File: src/hw/rtl/trpe_pkg.sv
`default_nettype none

package trpe_pkg;

  localparam int unsigned ByteW     = 8;
  localparam int unsigned CoordW    = 12;
  localparam int unsigned LimitW    = 13;
  localparam int unsigned CountW    = 3;
  localparam int unsigned PosW      = 7;
  localparam int unsigned NibbleW   = 4;
  localparam int unsigned PhaseW    = 3;
  localparam int unsigned SlotIdxW  = 5;

  localparam logic [ByteW-1:0]    TypeReport  = 8'hFF;
  localparam logic [PosW-1:0]     PosType     = 7'd2;
  localparam logic [PosW-1:0]     PosCounts   = 7'd3;
  localparam logic [PosW-1:0]     PosFirstSlot = 7'd4;
  localparam logic [PhaseW-1:0]   PhaseXLow   = 3'd0;
  localparam logic [PhaseW-1:0]   PhaseYLow   = 3'd1;
  localparam logic [PhaseW-1:0]   PhaseStrength = 3'd2;
  localparam logic [PhaseW-1:0]   PhaseHigh   = 3'd3;
  localparam logic [PhaseW-1:0]   PhaseLast   = 3'd4;
  localparam logic [SlotIdxW-1:0] SlotIdxMax  = 5'd31;
  localparam logic [LimitW-1:0]   LimitReset  = 13'd4096;

  // Register indexes, taken from paddr[2].
  localparam logic RegXLimit = 1'b0;
  localparam logic RegYLimit = 1'b1;

  // Queue between the parser and the result serializer.
  localparam int unsigned QueueDepth = 4;
  localparam int unsigned QueuePtrW  = 2;
  localparam int unsigned QueueCntW  = 3;

  localparam int unsigned OutDataW = 40;

  typedef struct packed {
    logic                has_point;
    logic                has_summary;
    logic [CoordW-1:0]   x;
    logic [CoordW-1:0]   y;
    logic [ByteW-1:0]    strength;
    logic [CountW-1:0]   slot;
    logic [CountW-1:0]   total;
  } entry_t;

endpackage

`default_nettype wire

File: src/hw/rtl/trpe_front.sv
`default_nettype none

module trpe_front #(
  parameter int unsigned MAX_POINTS  = 5,
  parameter int unsigned FRAME_BYTES = 64
) (
  input  wire logic                          clk_i,
  input  wire logic                          rst_ni,
  input  wire logic                          accept_i,
  input  wire logic [trpe_pkg::ByteW-1:0]    byte_i,
  input  wire logic                          end_i,
  input  wire logic [trpe_pkg::LimitW-1:0]   x_limit_i,
  input  wire logic [trpe_pkg::LimitW-1:0]   y_limit_i,
  output logic                               push_o,
  output trpe_pkg::entry_t                   entry_o
);

  logic [trpe_pkg::PosW-1:0]     pos_q, pos_d;
  logic                          type_ok_q, type_ok_d;
  logic [trpe_pkg::NibbleW-1:0]  fingers_q, fingers_d;
  logic [trpe_pkg::NibbleW-1:0]  keys_q, keys_d;
  logic [trpe_pkg::PhaseW-1:0]   phase_q, phase_d;
  logic [trpe_pkg::SlotIdxW-1:0] slot_q, slot_d;
  logic [trpe_pkg::ByteW-1:0]    xlo_q, xlo_d;
  logic [trpe_pkg::ByteW-1:0]    ylo_q, ylo_d;
  logic [trpe_pkg::ByteW-1:0]    str_q, str_d;
  logic [trpe_pkg::CountW-1:0]   acc_q, acc_d;

  logic [trpe_pkg::SlotIdxW-1:0] finger_idx;
  logic                          is_finger;
  logic [trpe_pkg::CoordW-1:0]   pt_x, pt_y;
  logic                          emit_point;

  assign finger_idx = slot_q - {1'b0, keys_q};
  assign is_finger  = (slot_q >= {1'b0, keys_q}) && (finger_idx < {1'b0, fingers_q});
  assign pt_x       = {byte_i[3:0], xlo_q};
  assign pt_y       = {byte_i[7:4], ylo_q};

  always_comb begin
    pos_d      = pos_q;
    type_ok_d  = type_ok_q;
    fingers_d  = fingers_q;
    keys_d     = keys_q;
    phase_d    = phase_q;
    slot_d     = slot_q;
    xlo_d      = xlo_q;
    ylo_d      = ylo_q;
    str_d      = str_q;
    acc_d      = acc_q;
    emit_point = 1'b0;

    if (accept_i && (pos_q < trpe_pkg::PosW'(FRAME_BYTES))) begin
      if (pos_q == trpe_pkg::PosType) begin
        type_ok_d = (byte_i == trpe_pkg::TypeReport);
      end else if (pos_q == trpe_pkg::PosCounts) begin
        fingers_d = byte_i[3:0];
        keys_d    = byte_i[7:4];
        phase_d   = '0;
        slot_d    = '0;
      end else if (pos_q >= trpe_pkg::PosFirstSlot) begin
        if (is_finger) begin
          case (phase_q)
            trpe_pkg::PhaseXLow:     xlo_d = byte_i;
            trpe_pkg::PhaseYLow:     ylo_d = byte_i;
            trpe_pkg::PhaseStrength: str_d = byte_i;
            trpe_pkg::PhaseHigh: begin
              if (type_ok_q && (acc_q < trpe_pkg::CountW'(MAX_POINTS)) &&
                  ({1'b0, pt_x} < x_limit_i) && ({1'b0, pt_y} < y_limit_i) &&
                  (str_q != '0)) begin
                emit_point = 1'b1;
                acc_d      = acc_q + 1'b1;
              end
            end
            default: ;
          endcase
        end
        if (phase_q == trpe_pkg::PhaseLast) begin
          phase_d = '0;
          if (slot_q < trpe_pkg::SlotIdxMax) begin
            slot_d = slot_q + 1'b1;
          end
        end else begin
          phase_d = phase_q + 1'b1;
        end
      end
      pos_d = pos_q + 1'b1;
    end

    entry_o.has_point   = emit_point;
    entry_o.has_summary = end_i;
    entry_o.x           = pt_x;
    entry_o.y           = pt_y;
    entry_o.strength    = str_q;
    entry_o.slot        = acc_q;
    entry_o.total       = (type_ok_d && (fingers_d != '0)) ? acc_d : '0;
    push_o              = accept_i && (emit_point || end_i);

    // The frame end returns all frame state to its cleared value.
    if (accept_i && end_i) begin
      pos_d     = '0;
      type_ok_d = 1'b0;
      fingers_d = '0;
      keys_d    = '0;
      phase_d   = '0;
      slot_d    = '0;
      xlo_d     = '0;
      ylo_d     = '0;
      str_d     = '0;
      acc_d     = '0;
    end
  end

  always_ff @(posedge clk_i or negedge rst_ni) begin
    if (!rst_ni) begin
      pos_q     <= '0;
      type_ok_q <= 1'b0;
      fingers_q <= '0;
      keys_q    <= '0;
      phase_q   <= '0;
      slot_q    <= '0;
      xlo_q     <= '0;
      ylo_q     <= '0;
      str_q     <= '0;
      acc_q     <= '0;
    end else begin
      pos_q     <= pos_d;
      type_ok_q <= type_ok_d;
      fingers_q <= fingers_d;
      keys_q    <= keys_d;
      phase_q   <= phase_d;
      slot_q    <= slot_d;
      xlo_q     <= xlo_d;
      ylo_q     <= ylo_d;
      str_q     <= str_d;
      acc_q     <= acc_d;
    end
  end

endmodule

`default_nettype wire

File: src/hw/rtl/trpe_queue.sv
`default_nettype none

module trpe_queue (
  input  wire logic             clk_i,
  input  wire logic             rst_ni,
  input  wire logic             push_i,
  input  wire trpe_pkg::entry_t entry_i,
  input  wire logic             pop_i,
  output logic                  full_o,
  output logic                  nonempty_o,
  output trpe_pkg::entry_t      head_o
);

  trpe_pkg::entry_t                mem_q [trpe_pkg::QueueDepth];
  logic [trpe_pkg::QueuePtrW-1:0]  wr_q, wr_d;
  logic [trpe_pkg::QueuePtrW-1:0]  rd_q, rd_d;
  logic [trpe_pkg::QueueCntW-1:0]  cnt_q, cnt_d;
  logic                            do_push, do_pop;

  assign full_o     = (cnt_q == trpe_pkg::QueueCntW'(trpe_pkg::QueueDepth));
  assign nonempty_o = (cnt_q != '0);
  assign head_o     = mem_q[rd_q];
  assign do_push    = push_i && !full_o;
  assign do_pop     = pop_i && nonempty_o;

  always_comb begin
    wr_d  = do_push ? wr_q + 1'b1 : wr_q;
    rd_d  = do_pop  ? rd_q + 1'b1 : rd_q;
    cnt_d = cnt_q;
    if (do_push && !do_pop) begin
      cnt_d = cnt_q + 1'b1;
    end else if (!do_push && do_pop) begin
      cnt_d = cnt_q - 1'b1;
    end
  end

  always_ff @(posedge clk_i) begin
    if (do_push) begin
      mem_q[wr_q] <= entry_i;
    end
  end

  always_ff @(posedge clk_i or negedge rst_ni) begin
    if (!rst_ni) begin
      wr_q  <= '0;
      rd_q  <= '0;
      cnt_q <= '0;
    end else begin
      wr_q  <= wr_d;
      rd_q  <= rd_d;
      cnt_q <= cnt_d;
    end
  end

endmodule

`default_nettype wire

File: src/hw/rtl/trpe_back.sv
`default_nettype none

module trpe_back #(
  parameter int unsigned MAX_POINTS = 5
) (
  input  wire logic                             clk_i,
  input  wire logic                             rst_ni,
  input  wire logic                             nonempty_i,
  input  wire trpe_pkg::entry_t                 head_i,
  output logic                                  pop_o,
  output logic                                  m_axis_tvalid,
  input  wire logic                             m_axis_tready,
  output logic [trpe_pkg::OutDataW-1:0]         m_axis_tdata,
  output logic                                  m_axis_tuser,
  output logic                                  m_axis_tlast
);

  logic                              valid_q, valid_d;
  logic                              summ_q, summ_d;
  logic                              last_q, last_d;
  logic [trpe_pkg::CoordW-1:0]       x_q, x_d;
  logic [trpe_pkg::CoordW-1:0]       y_q, y_d;
  logic [trpe_pkg::ByteW-1:0]        str_q, str_d;
  logic [trpe_pkg::CountW-1:0]       slot_q, slot_d;
  logic [trpe_pkg::CountW-1:0]       total_q, total_d;
  logic                              point_done_q, point_done_d;
  logic                              load;

  // The output register takes a new beat whenever it is empty or being drained.
  assign load = !valid_q || m_axis_tready;

  always_comb begin
    valid_d      = valid_q;
    summ_d       = summ_q;
    last_d       = last_q;
    x_d          = x_q;
    y_d          = y_q;
    str_d        = str_q;
    slot_d       = slot_q;
    total_d      = total_q;
    point_done_d = point_done_q;
    pop_o        = 1'b0;
    if (load) begin
      valid_d = nonempty_i;
      if (nonempty_i) begin
        if (head_i.has_point && !point_done_q) begin
          summ_d  = 1'b0;
          last_d  = !head_i.has_summary;
          x_d     = head_i.x;
          y_d     = head_i.y;
          str_d   = head_i.strength;
          slot_d  = head_i.slot;
          total_d = '0;
          if (head_i.has_summary) begin
            point_done_d = 1'b1;
          end else begin
            pop_o = 1'b1;
          end
        end else begin
          summ_d       = 1'b1;
          last_d       = 1'b1;
          x_d          = '0;
          y_d          = '0;
          str_d        = '0;
          slot_d       = '0;
          total_d      = head_i.total;
          point_done_d = 1'b0;
          pop_o        = 1'b1;
        end
      end
    end
  end

  always_ff @(posedge clk_i or negedge rst_ni) begin
    if (!rst_ni) begin
      valid_q      <= 1'b0;
      point_done_q <= 1'b0;
    end else begin
      valid_q      <= valid_d;
      point_done_q <= point_done_d;
    end
  end

  always_ff @(posedge clk_i) begin
    summ_q  <= summ_d;
    last_q  <= last_d;
    x_q     <= x_d;
    y_q     <= y_d;
    str_q   <= str_d;
    slot_q  <= slot_d;
    total_q <= total_d;
  end

  assign m_axis_tvalid = valid_q;
  assign m_axis_tuser  = summ_q;
  assign m_axis_tlast  = last_q;
  assign m_axis_tdata  = {2'b00, total_q, slot_q, str_q, y_q, x_q};

  a_summary_is_last: assert property (@(posedge clk_i) disable iff (!rst_ni)
    (valid_q && summ_q) |-> last_q)
    else $error("summary beat without tlast");

  a_point_slot_range: assert property (@(posedge clk_i) disable iff (!rst_ni)
    (valid_q && !summ_q) |-> (slot_q < trpe_pkg::CountW'(MAX_POINTS)))
    else $error("point slot beyond point limit");

  a_split_entry_held: assert property (@(posedge clk_i) disable iff (!rst_ni)
    point_done_q |-> (nonempty_i && head_i.has_summary))
    else $error("half-sent entry left the queue");

  a_point_before_summary: assert property (@(posedge clk_i) disable iff (!rst_ni)
    point_done_q |-> (valid_q && !summ_q && !last_q))
    else $error("split entry lost its point beat");

endmodule

`default_nettype wire

File: src/hw/rtl/touch_report_point_extract_core.sv
`default_nettype none

// Touch report point extractor. Report bytes enter on the s_axis side, one
// beat per byte, with tlast on the final byte of a frame. The parser takes
// one byte per cycle and writes each result-causing byte into a four-entry queue;
// the serializer behind it sends one result beat per ready cycle on the m_axis
// side, a point beat (tuser low) for each accepted finger and a summary beat
// (tuser high, point count in tdata) at the frame end, tlast marking the last
// beat caused by a byte. The input side stalls only while that queue is full,
// which happens when the output is held off or when frame-end bytes that also
// complete a finger need two beats. Limits are written over APB at byte
// address 0 (x) and 4 (y) by the user, only while idle (not enforced).
module touch_report_point_extract_core #(
  parameter int unsigned MAX_POINTS  = 5,
  parameter int unsigned FRAME_BYTES = 64
) (
  input  wire logic                              clk_i,
  input  wire logic                              rst_ni,
  input  wire logic                              s_axis_tvalid,
  output logic                                   s_axis_tready,
  input  wire logic [7:0]                        s_axis_tdata,  // report_byte[7:0]
  input  wire logic                              s_axis_tlast,
  output logic                                   m_axis_tvalid,
  input  wire logic                              m_axis_tready,
  // point_x[11:0], point_y[23:12], point_strength[31:24], point_slot[34:32],
  // point_total[37:35], zero[39:38]
  output logic [trpe_pkg::OutDataW-1:0]          m_axis_tdata,
  output logic                                   m_axis_tuser,  // is_summary
  output logic                                   m_axis_tlast,
  input  wire logic                              psel,
  input  wire logic                              penable,
  input  wire logic                              pwrite,
  input  wire logic [2:0]                        paddr,
  input  wire logic [31:0]                       pwdata,
  output logic [31:0]                            prdata,
  output logic                                   pready
);

  logic [trpe_pkg::LimitW-1:0] x_limit_q, y_limit_q;
  logic                        cfg_wr;
  logic                        accept;
  logic                        push, pop, full, nonempty;
  trpe_pkg::entry_t            entry, head;

  assign pready = 1'b1;
  assign cfg_wr = psel && penable && pwrite;

  always_ff @(posedge clk_i or negedge rst_ni) begin
    if (!rst_ni) begin
      x_limit_q <= trpe_pkg::LimitReset;
      y_limit_q <= trpe_pkg::LimitReset;
    end else if (cfg_wr) begin
      case (paddr[2])
        trpe_pkg::RegXLimit: x_limit_q <= pwdata[trpe_pkg::LimitW-1:0];
        trpe_pkg::RegYLimit: y_limit_q <= pwdata[trpe_pkg::LimitW-1:0];
        default: ;
      endcase
    end
  end

  always_comb begin
    case (paddr[2])
      trpe_pkg::RegXLimit: prdata = {19'd0, x_limit_q};
      trpe_pkg::RegYLimit: prdata = {19'd0, y_limit_q};
      default:             prdata = '0;
    endcase
  end

  assign s_axis_tready = !full;
  assign accept        = s_axis_tvalid && !full;

  trpe_front #(
    .MAX_POINTS  (MAX_POINTS),
    .FRAME_BYTES (FRAME_BYTES)
  ) u_front (
    .clk_i     (clk_i),
    .rst_ni    (rst_ni),
    .accept_i  (accept),
    .byte_i    (s_axis_tdata),
    .end_i     (s_axis_tlast),
    .x_limit_i (x_limit_q),
    .y_limit_i (y_limit_q),
    .push_o    (push),
    .entry_o   (entry)
  );

  trpe_queue u_queue (
    .clk_i      (clk_i),
    .rst_ni     (rst_ni),
    .push_i     (push),
    .entry_i    (entry),
    .pop_i      (pop),
    .full_o     (full),
    .nonempty_o (nonempty),
    .head_o     (head)
  );

  trpe_back #(
    .MAX_POINTS (MAX_POINTS)
  ) u_back (
    .clk_i         (clk_i),
    .rst_ni        (rst_ni),
    .nonempty_i    (nonempty),
    .head_i        (head),
    .pop_o         (pop),
    .m_axis_tvalid (m_axis_tvalid),
    .m_axis_tready (m_axis_tready),
    .m_axis_tdata  (m_axis_tdata),
    .m_axis_tuser  (m_axis_tuser),
    .m_axis_tlast  (m_axis_tlast)
  );

endmodule

`default_nettype wire

File: config.mk
export PLATFORM = sky130hd
export DESIGN_NAME = touch_report_point_extract_core
export DESIGN_NICKNAME = d
export VERILOG_FILES = /design/src/hw/rtl/trpe_pkg.sv /design/src/hw/rtl/trpe_front.sv /design/src/hw/rtl/trpe_queue.sv /design/src/hw/rtl/trpe_back.sv /design/src/hw/rtl/touch_report_point_extract_core.sv
export SDC_FILE = /design/constraint.sdc
export NUM_CORES = 1
export LEC_CHECK = 0
export ABC_AREA = 1
export ABC_CLOCK_PERIOD_IN_PS = 5300
export BUFFER_PORTS_ARGS = -buffer_cell sky130_fd_sc_hd__buf_4
export CAP_MARGIN = 20
export CORE_ASPECT_RATIO = 0.6
export CORE_MARGIN = 5
export CORE_UTILIZATION = 23
export DETAILED_ROUTE_END_ITERATION = 8
export HOLD_SLACK_MARGIN = 0.1
export MAX_ROUTING_LAYER = met4
export REMOVE_ABC_BUFFERS = 1
export SLEW_MARGIN = 20
export SYNTH_ARGS = -nofsm -noshare
export SYNTH_HDL_FRONTEND = slang
export SYNTH_SLANG_ARGS = --single-unit
File: constraint.sdc
create_clock -name clk_i -period 5.3 [get_ports clk_i]
set_clock_uncertainty 0.15 [all_clocks]
set_input_delay 0.53 -clock clk_i [delete_from_list [all_inputs] [get_ports clk_i]]
set_output_delay 0.53 -clock clk_i [all_outputs]
set_load 0.005 [all_outputs]
==> run summary, run 1 <==
Cell accounting for the most synthesized area: edfxtp_1
Worst endpoint required time: 5350 ps
Final setup violation count: 0
Starting DRT DRC Count: 626
Port bufs: 84
Worst Max-Slew Pin Slew: 906 ps
Power per standard cell area: 546 nW/µm²
Peak supply drop: 0.258 mV
CTS Buf Count: 27
CTS H-tree lvls: 1
Leak pwr: 0.00611 µW
Ports: 128
Count leader, synth: edfxtp_1
Hold violation total from the final report: 0
Max Cap Viol: 0
Crit start category: register
Clk root buf: clkbuf_16
Final #Nets: 1,359
Worst Path Max Fanout: 31
Syn avg cell area: 10.9 µm²
Tot Pwr: 8330 µW
Layout cells sized above 1: 15.2%
RSZ-0062 raised after global routing: false
Largest cells by area after synthesis: edfxtp_1, dfrtp_1, nor2_1, o21ai_0, nand2_1
Critical path arrival: 3990 ps
Crit path kind: reg -> reg
Setup bufs post-CTS: 0
Fin crit period: 3940 ps
CTS max path bufs: 3
First-pass GRT wire length: 48,900 µm
Routed Antenna Nets: 0
Setup crit end kind: register
Max_slew headroom: 39.6%
Number of vias per cell: 4.21
Post-synth EDFFs: 200
Synth-to-layout area growth: 20.1%
Largest net degree at the start of global routing: 64
DRT Pass-1 Iters: 6
Antenna violations before repair: 0
Post-Synthesis Cell Area: 12,700 µm²
Placer Congestion: 0.835
Asr flop ratio synth: 30.1%
Die W: 313 µm
Post-synth top cells: edfxtp_1, nor2_1, nand2_1, o21ai_0, inv_1
Vias in the first global route: 7,983
FF+latch count, synth: 286
Std-Cell Rows: 66
Gr ovfl total: 0
Vias: 8,411
Post-CTS Resized: 0
FMAX: 0.254 GHz
Gate Count Post-Synth: 1,166
Top-area cell type share of the netlist area: 47.3%
CTS Sinks: 286
Die area: 60,100 µm²
Worst skew pair latency: 570 ps
Core Box Area: 54,400 µm²
CTS tree: built
GR Util All Layers: 10.8%
Syn. warnings: 0
Final period util: 74.4%
Starting Density: 23.3%
Sequential area share after synthesis: 64.3%
Max Slew Vio Count: 0
Routed Wire Length: 32,400 µm
DP Wirelength: 22,000 µm
Reg clk slew, reported paths: 60 ps
Chip height: 192 µm
Cell variety after synth: 46
Worst min path class: in -> reg
Cts-stage hold buffer count: 15
Wire per inst: 16.2 µm
DP Area: 14,100 µm²
Post-route design area: 15,200 µm²
Ys flop type: edfxtp_1
Status: finished, final reports clean
Drt drc: 0
==> logic make-up after synthesis <==
kind of cell,synth area share [%]
simple gates,13.8
fa+ha+maj,4.65
mux,0.0887
xor+xnor,0.552
compound gates,10.6
buf+inv,5.94
flops,64.3
other cells,0.0592
==> cell type report <==
type | count | area (µm²)
Clock buffer | 30 | 687
Fill cell | 5575 | 39200
Tap cell | 714 | 893
Inverter | 107 | 402
Multi-Input combinational cell | 728 | 3900
Antenna cell | 1 | 2.50
Timing Repair Buffer | 112 | 881
Sequential cell | 286 | 8160
Clock inverter | 20 | 315
==> path summary, 6_finish.rpt <==
| kind | to | start | slack (ps) | depth (start not counted) |
|---|---|---|---|---|
| worst max-delay path | u_queue.mem_q[1][36] | u_front.slot_q[0] | 1360 | 14 |
| worst max register to register | u_queue.mem_q[1][36] | u_front.slot_q[0] | 1360 | 14 |
| worst min register to register | x_limit_q[4] | x_limit_q[4] | 340 | 2 |
| max in group asynchronous | u_queue.rd_q[0] | rst_ni | 3540 | 3 |
| worst min-delay path | x_limit_q[9] | pwdata[9] | 120 | 3 |
| min in group asynchronous | x_limit_q[7] | rst_ni | 280 | 2 |
==> critical path, stage by stage, from the launching register on <==
cell      delay, ps
dfrtp_1         400
inv_1           120
ha_1            160
inv_1            60
fa_1            400
xor2_1          160
ha_1            280
nand2_1          70
nand2_1          40
nand2_1          50
nand2_1          80
a21oi_4         230
nand3_2         340
a21boi_4        500
buf_4           510
==> layout by cell type (no fill, tap or decap), types with 3 or more instances in the layout <==
cell	Yosys	final
dfrtp_1	84	83
nor2_2	3	3
nor2_1	196	195
inv_1	102	102
o21ai_2	20	20
clkbuf_1	32	3
a21boi_4	0	4
a21oi_1	55	55
nand2_1	169	169
ha_1	44	44
xor2_1	5	5
clkinv_1	1	6
conb_1	2	22
clkbuf_16	0	27
o21ai_0	137	137
bufinv_16	0	8
edfxtp_1	200	200
o21ai_1	8	8
inv_2	4	4
buf_4	22	96
nand4_1	4	4
xnor2_1	3	3
o22ai_1	5	5
clkinv_2	0	4
nand3_1	17	17
nor2_4	2	3
dlygate4sd3_1	0	16
nand3_4	5	5
o21a_1	5	5
==> per-layer routing <==
metal / GRT usage (%) / part of all wire, % / up-vias
met5: - / 0 / -
li1: - / - / 4077
met1: 15.6 / 49 / 4064
met2: 15.2 / 42 / 229
met4: 1.40 / 1.2 / 0
met3: 3.29 / 7.7 / 41
==> stage by stage <==
stage / hold slack [ps] / setup WS [ps] / instances / TNS [ps] / utilization, %
2_1_floorplan: 84.4 / -273 / 1121 / -43640 / -
5_1_grt: 112 / 1160 / 1997 / 0 / 28.0
3_3_place_gp: 316 / 1340 / 1931 / 0 / 25.9
4_1_cts: 101 / 1350 / 1996 / 0 / 28.0
6_report: 116 / 1360 / 1998 / 0 / 28.0
3_5_place_dp: 323 / 1370 / 1931 / 0 / 25.9
==> sequential cells by signal, indices dropped and copies added (netlist names), 4 cells and up <==
signal             count
u_queue.mem_q        160
x_limit_q             13
y_limit_q             13
u_back.x_q            12
u_back.y_q            12
u_back.str_q           8
u_front.str_q          8
u_front.xlo_q          8
u_front.ylo_q          8
u_front.pos_q          7
u_front.slot_q         5
u_front.fingers_q      4
u_front.keys_q         4
==> power by group <==
group	switching, µW	total, µW	internal (µW)	leakage (µW)
clock	883	2210	1330	0.000487
sequential	460	3520	3060	0.00297
combinational	1620	2590	977	0.00265
Power figures use the tool's default switching activity.
==> inputs of run 2 (changes only) <==
ABC_CLOCK_PERIOD_IN_PS = 4000   (was 5300)
clock period = 4 ns   (was 5.3 ns; I/O delays follow)
==> run summary, run 2 (synthesis results as in run 1) <==
CTS Sinks: 286 (unchanged)
Wire per inst: 16.4 µm (was 16.2 µm)
Max reg flops: 160 (unchanged)
Clk root buf: clkbuf_16 (unchanged)
Ports: 128 (unchanged)
R2r startpoint: u_front.slot_q[0] (unchanged)
Hold violation total from the final report: 0 (unchanged)
Placed cell count: 1,932 (was 1,931)
Final #Nets: 1,368 (was 1,359)
Commonest non-fill, non-tap cell in the layout: edfxtp_1 (unchanged)
Leak pwr: 0.00610 µW (was 0.00611 µW)
Layout cells sized above 1: 14.9% (was 15.2%)
Max Slew Vio Count: 0 (unchanged)
Die W: 313 µm (unchanged)
Fin crit period: 3590 ps (was 3940 ps)
Routed Wire Length: 32,900 µm (was 32,400 µm)
Slowest-stage cell, CP: dfrtp_1 (was buf_4)
R2R cell count: 19 (was 14)
Die area: 60,100 µm² (unchanged)
Worst Path Max Fanout: 5 (was 31)
Starting DRT DRC Count: 685 (was 626)
Worst path top cell family by delay: adder cells (unchanged)
Placer Congestion: 0.830 (was 0.835)
Cts-stage hold buffer count: 24 (was 15)
Worst min path class: in -> reg (unchanged)
Synth-to-layout area growth: 20.4% (was 20.1%)
Final setup violation count: 0 (unchanged)
Levels on crit path: 19 (was 14)
CTS H-tree lvls: 1 (unchanged)
Drt drc: 0 (unchanged)
Most frequent cells in the layout: edfxtp_1, nor2_1, nand2_1 (unchanged)
N_diodes: 0 (was 1)
Flop-to-flop setup slack: 410 ps (was 1360 ps)
Power per standard cell area: 704 nW/µm² (was 546 nW/µm²)
Worst endpoint required time: 4290 ps (was 5350 ps)
DP Wirelength: 22,600 µm (was 22,000 µm)
Gr ovfl total: 0 (unchanged)
Starting Density: 23.3% (unchanged)
Fin Hold WS: 204 ps (was 116 ps)
Crit start category: register (unchanged)
Vias: 8,463 (was 8,411)
Chip height: 192 µm (unchanged)
Port bufs: 84 (unchanged)
Core Box Area: 54,400 µm² (unchanged)
RR Endpoint: u_queue.cnt_q[2] (was u_queue.mem_q[1][36])
Crit-path cells: inv_1 -> ha_1 -> inv_1 -> fa_1 -> xor2_1 -> ha_1 -> nand2_1 -> nand2_1 -> nand2_1 -> nand2_1 -> a21oi_4 -> nand3_2 -> nand2_1 -> ha_1 -> inv_1 -> fa_1 -> a21oi_1 -> o21ai_0 -> xnor2_1 (was inv_1 -> ha_1 -> inv_1 -> fa_1 -> xor2_1 -> ha_1 -> nand2_1 -> nand2_1 -> nand2_1 -> nand2_1 -> a21oi_4 -> nand3_2 -> a21boi_4 -> buf_4)
Setup crit end kind: register (unchanged)
Critical path arrival: 3880 ps (was 3990 ps)
Crit path kind: reg -> reg (unchanged)
Slowest stage delay, CP: 400 ps (was 510 ps)
Max Cap Viol: 0 (unchanged)
Worst skew pair latency: 560 ps (was 570 ps)
Biggest register: u_queue.mem_q (unchanged)
Largest net degree at the start of global routing: 71 (was 64)
Setup bufs post-CTS: 0 (unchanged)
Antenna violations before repair: 2 (was 0)
Status: finished, final reports clean (unchanged)
Final period util: 89.9% (was 74.4%)
Worst Max-Slew Pin Slew: 928 ps (was 906 ps)
Vias in the first global route: 8,096 (was 7,983)
Routed Antenna Nets: 0 (unchanged)
Most Frequent Cell on Critical Path: nand2_1 (unchanged)
Reg clk slew, reported paths: 70 ps (was 60 ps)
Peak supply drop: 0.409 mV (was 0.258 mV)
CTS max path bufs: 3 (unchanged)
Post-CTS Resized: 0 (unchanged)
RSZ-0062 raised after global routing: false (unchanged)
CTS Buf Count: 27 (unchanged)
Critical Path Sink: u_queue.cnt_q[2] (was u_queue.mem_q[1][36])
Final Util: 28.1% (was 28.0%)
Std-Cell Rows: 66 (unchanged)
GR Util All Layers: 11.0% (was 10.8%)
Setup_tns: 0 ps (unchanged)
FMAX: 0.278 GHz (was 0.254 GHz)
DRT Pass-1 Iters: 7 (was 6)
Number of vias per cell: 4.22 (was 4.21)
Worst hold start: s_axis_tvalid (was pwdata[9])
Finished Layout Cells: 2,006 (was 1,998)
Regs by FF count: u_queue.mem_q: 160 flops, x_limit_q: 13 flops, y_limit_q: 13 flops (unchanged)
Start point of the critical path: u_front.slot_q[0] (unchanged)
CTS tree: built (unchanged)
Tot Pwr: 10,800 µW (was 8330 µW)
CP Buf/Inv Count: 3 (unchanged)
Max_slew headroom: 38.1% (was 39.6%)
First-pass GRT wire length: 49,900 µm (was 48,900 µm)
[run 2: changes by cell type in the layout (fill, tap and decap cells not counted)]
cell           before  now
clkinvlp_4          1    2
clkinv_4            1    0
dlygate4sd3_1      16   24
clkbuf_8            0    2
clkbuf_1            3    5
clkinv_2            4    3
diode_2             1    0
bufinv_16           8    3
buf_12              0    5
buf_4              96   92
clkinv_1            6    8
[run 2: stage by stage]
stage                     setup WS, ps  cell area [µm²]
after floorplan                  -1570            12400
after global placement             414            14200
after detailed placement           410            14200
after CTS                          391            15300
after global routing               105            15300
final                              405            15300
[run 2: worst register-to-register path: stages, from the launching register on]
cell and delay, ps:
dfrtp_1 400, inv_1 110, ha_1 150, inv_1 60, fa_1 400, xor2_1 160
ha_1 270, nand2_1 70, nand2_1 50, nand2_1 50, nand2_1 80, a21oi_4 220
nand3_2 120, nand2_1 150, ha_1 190, inv_1 70, fa_1 380, a21oi_1 140
o21ai_0 110, xnor2_1 140
[run 2: how the worst min path moves through the flow]
stage | to | slack, ps | cells past startpoint
after detailed placement | x_limit_q[2] | 320 | 2
after global routing | u_front.pos_q[2] | 200 | 4
after global placement | x_limit_q[4] | 320 | 2
after floorplan | u_back.m_axis_tvalid | -50 | 0
final | u_front.pos_q[2] | 200 | 4
after CTS | u_front.pos_q[2] | 190 | 4
[run 2: where the power goes]
group	switching (µW)	total (µW)	leakage (µW)	internal [µW]
sequential	587	4650	0.00297	4060
clock	1140	2620	0.000428	1480
combinational	2170	3490	0.00270	1320
[run 2: routing by layer]
layer	share of wire (%)	track usage, %	up-vias	routed length (µm)
met5	0	-	-	0
met4	1.3	1.52	0	423
met3	6.6	2.17	37	2190
met2	43	15.5	204	14000
met1	49	16.8	4132	16300
li1	-	-	4090	-
[run 2: final cells by class]
| type | count | area (µm²) |
|---|---|---|
| fillers | 5579 | 39100 |
| multi-input cells | 728 | 3900 |
| clock buffers | 34 | 722 |
| inverters | 107 | 402 |
| repair buffers | 121 | 1030 |
| flip-flops and latches | 286 | 8160 |
| well taps | 714 | 893 |
| clock inverters | 16 | 166 |
